[config.mk]
export PLATFORM = sky130hd
export DESIGN_NAME = tiu_ram
export DESIGN_NICKNAME = d
export VERILOG_FILES = /design/src/rtl/tiu_ram.sv
export SDC_FILE = /design/constraint.sdc
export NUM_CORES = 1
export LEC_CHECK = 0
export BUFFER_PORTS_ARGS = -buffer_cell sky130_fd_sc_hd__buf_2
export CAP_MARGIN = 20
export CORE_ASPECT_RATIO = 0.8
export CORE_MARGIN = 1.5
export CORE_UTILIZATION = 45
export CTS_CLUSTER_DIAMETER = 100
export DETAILED_ROUTE_END_ITERATION = 10
export PLACE_DENSITY = 0.75
export SYNTH_ARGS = -nofsm -noshare
export SYNTH_HDL_FRONTEND = slang
export SYNTH_SLANG_ARGS = --single-unit
[constraint.sdc]
create_clock -name clk -period 2 [get_ports clk]
set_input_delay 0.4 -clock clk [delete_from_list [all_inputs] [get_ports clk]]
set_output_delay 0.4 -clock clk [all_outputs]
set_load 0.05 [all_outputs]
[src/rtl/tiu_ram.sv]
// Generic single-port-write, single-port-read RAM with a registered read.
// No dependencies.
`default_nettype none

module tiu_ram #(
  parameter int unsigned WIDTH = 8,
  parameter int unsigned DEPTH = 16
) (
  input  wire logic                     clk,
  input  wire logic                     we,
  input  wire logic [$clog2(DEPTH)-1:0] waddr,
  input  wire logic [WIDTH-1:0]         wdata,
  input  wire logic [$clog2(DEPTH)-1:0] raddr,
  output logic      [WIDTH-1:0]         rdata
);

  logic [WIDTH-1:0] mem [DEPTH];

  always_ff @(posedge clk) begin
    if (we) begin
      mem[waddr] <= wdata;
    end
    rdata <= mem[raddr];
  end

endmodule

`default_nettype wire

==> results.ini <==
[clock_network]
clockBufferDepth = 2
numClockSinks = 136
holdBufCountCts = 0
clk_latency_ps = 410
cts_resized = 0
cts_buffers = 17
cts.clk_slew.worst_paths_ps = 60
cts_root_buf = clkbuf_16
h-tree-depth = 4
postCtsSetupBuffers = 0
cts_tree = built

[power]
p_seq_share_pct = 48.5
total_power_mw = 6.61
total_leakage_power_nw = 2.13
intPower_mw = 5.33
power_switching_mw = 1.28
p_comb_share_pct = 5.4
pwr-share-clk_pct = 46.1
power_density_mw_per_mm2 = 1070
peakVddDrop_mv = 0.616
swShare_pct = 19.4

[sta]
grt_setup_unrepaired = false
fmax_mhz = 686
setup_viol = 0
slew_headroom_pct = 71.3
skew_ps = 10.3
setup_ws_ps = 541
maxSlewViolCount = 0
period_share_pct = 72.9
fin_crit_ps = 1460
tns_ps = 0
finalHoldViolations = 0
worst_pin_slew_ps = 430

[detailed_routing]
ant_nets = 0
wire_per_inst_um = 21.6
drt_iter0_drc = 193
dr_total_vias = 2420
viasPerCell = 5.43
drc = 0
routed_wl_um = 9630
dr.pass1.iters = 4

[placed_design]
place_ws_ps = 116
dp_hpwl_um = 6180
io_buffers = 25
gp_congestion = 0.722

[finish]
drive_gt1_share_pct = 32.1
diodes = 0
fillers = 815
area_growth_pct = 20.0
final_core_util_pct = 56.1
nNetsFinal = 307

[synth]
netlist_instances = 229
synth_nets = 247
ys_seq_elements = 136
ys_seq_area_share_pct = 77.8
synth_warnings = 0
yosysUniqueCellTypes = 19
syn_avg_cell_area_um2 = 22.5
netlist_area_mm2 = 0.00515

[floorplan]
die_area_mm2 = 0.0121
initial_utilization_pct = 46.7
fp.dieW_um = 123
ios = 26
die_height_um = 98.7
core_area_mm2 = 0.0110
num_rows = 34

[setup_path]
crit_end = mem[0][7]$_DFFE_PP_
timing.rr.end = rdata[2]$_DFF_P_
crit_start = waddr[2]
critPathMaxFanout = 6
end_kind = register
critical_path_class = input pin to register
worst-r2r-cell-count = 3
worstSetupStartpointType = input pin
r2r-start = mem[2][2]$_DFFE_PP_
worstPathArrival_ps = 1570
critPathRequiredTime_ps = 2110
reg2reg_slack_ps = 640

[global_routing]
grt_pass1_vias = 2476
grt_remaining_overflow = 0
grt_pass1_wl_um = 14800
antenna_found_initial = 1
grt_usage_pct = 18.0
grt_max_degree = 24

[outcome]
status = complete, no violations

[min_path]
hold_path_class = input pin to register

[flow_run]
max-cap-violations = 0

==> power groups by stage <==
stage	combinational, mW	sequential (mW)	clock [mW]
floorplan	0.162	3.33	0
global placement	0.354	3.26	0
detailed placement	0.361	3.27	0
CTS	0.362	3.21	3.10
global route	0.384	3.21	3.23
finish	0.357	3.21	3.05
==> layout by cell type (no fill, tap or decap), types with 3 or more instances in the layout <==
cell	instances
clkinv_2	4
mux4_2	18
clkbuf_1	3
dfxtp_1	8
nor3_1	4
nand2_1	9
nor2_1	13
clkbuf_16	17
edfxtp_1	128
buf_4	24
a22oi_1	16
buf_2	25
mux4_1	14
bufinv_16	3
==> synthesized netlist by cell type <==
library cell     instances  area (um^2)
nand3_1                  1         5.00
or3b_2                   1         8.76
nor2_1                  13         48.8
and2_1                   1         6.26
buf_6                    3         33.8
buf_2                    3         15.0
nand2_1                  9         33.8
clkdlybuf4s25_2          3         30.0
buf_4                    1         7.51
mux4_2                  18          405
mux4_1                  14          368
nand2b_1                 2         12.5
and2b_1                  1         7.51
nor3_1                   4         20.0
edfxtp_1               128         3840
dfxtp_1                  8          160
nand3b_1                 2         15.0
nor2b_1                  1         6.26
a22oi_1                 16          120
==> metal layers <==
layer  wire, um  up-vias  GRT usage [%]
li1           -     1091              -
met1       4130     1240           25.6
met2       4670       80           26.1
met3        781        7           7.12
met4         34        2           4.83
met5         13        -              0
==> registers in the layout, summed over array words and instances, names as in the netlist <==
signal,cells
mem,128
rdata,8
==> metrics by stage <==
step,area [um^2],hold WS [ps],instances
floorplan,5150,499,229
global placement,5590,651,414
detailed placement,5590,660,414
CTS,6180,362,446
global route,6180,372,446
finish,6180,371,446
==> logic make-up (layout without fill, tap and decap cells) <==
group                  count (synthesis)  after routing  share of synthesized area [%]
AND/OR/NAND/NOR                       35             35                           3.18
AO/OA/AOI/OAI                         16             16                           2.33
multiplexers                          32             32                           15.0
flip-flops                           136            136                           77.8
buffers and inverters                 10             83                           1.68
==> worst min path at each step <==
stage	endpoint	slack, ps	from	cells past startpoint
floorplan	mem[0][0]$_DFFE_PP_	500	wdata[0]	0
global placement	rdata[2]$_DFF_P_	650	mem[11][2]$_DFFE_PP_	3
detailed placement	rdata[2]$_DFF_P_	660	mem[13][2]$_DFFE_PP_	3
CTS	mem[2][0]$_DFFE_PP_	360	wdata[0]	1
global route	mem[4][0]$_DFFE_PP_	370	wdata[0]	1
finish	mem[12][6]$_DFFE_PP_	370	wdata[6]	1
==> critical path, stage by stage <==
cell and delay [ps]:
buf_2 110, or3b_2 510, nor3_1 300, buf_4 250
==> cell type report <==
cell class                      instances  area (um^2)  share of cell area, %
Tap cell                              144          180                   2.92
Clock buffer                           22          464                   7.52
Clock inverter                         10          125                   2.03
Timing Repair Buffer                   51          345                   5.59
Sequential cell                       136         4000                   64.8
Multi-Input combinational cell         83         1060                   17.1
Note: power is estimated with default switching activity, not from simulation.
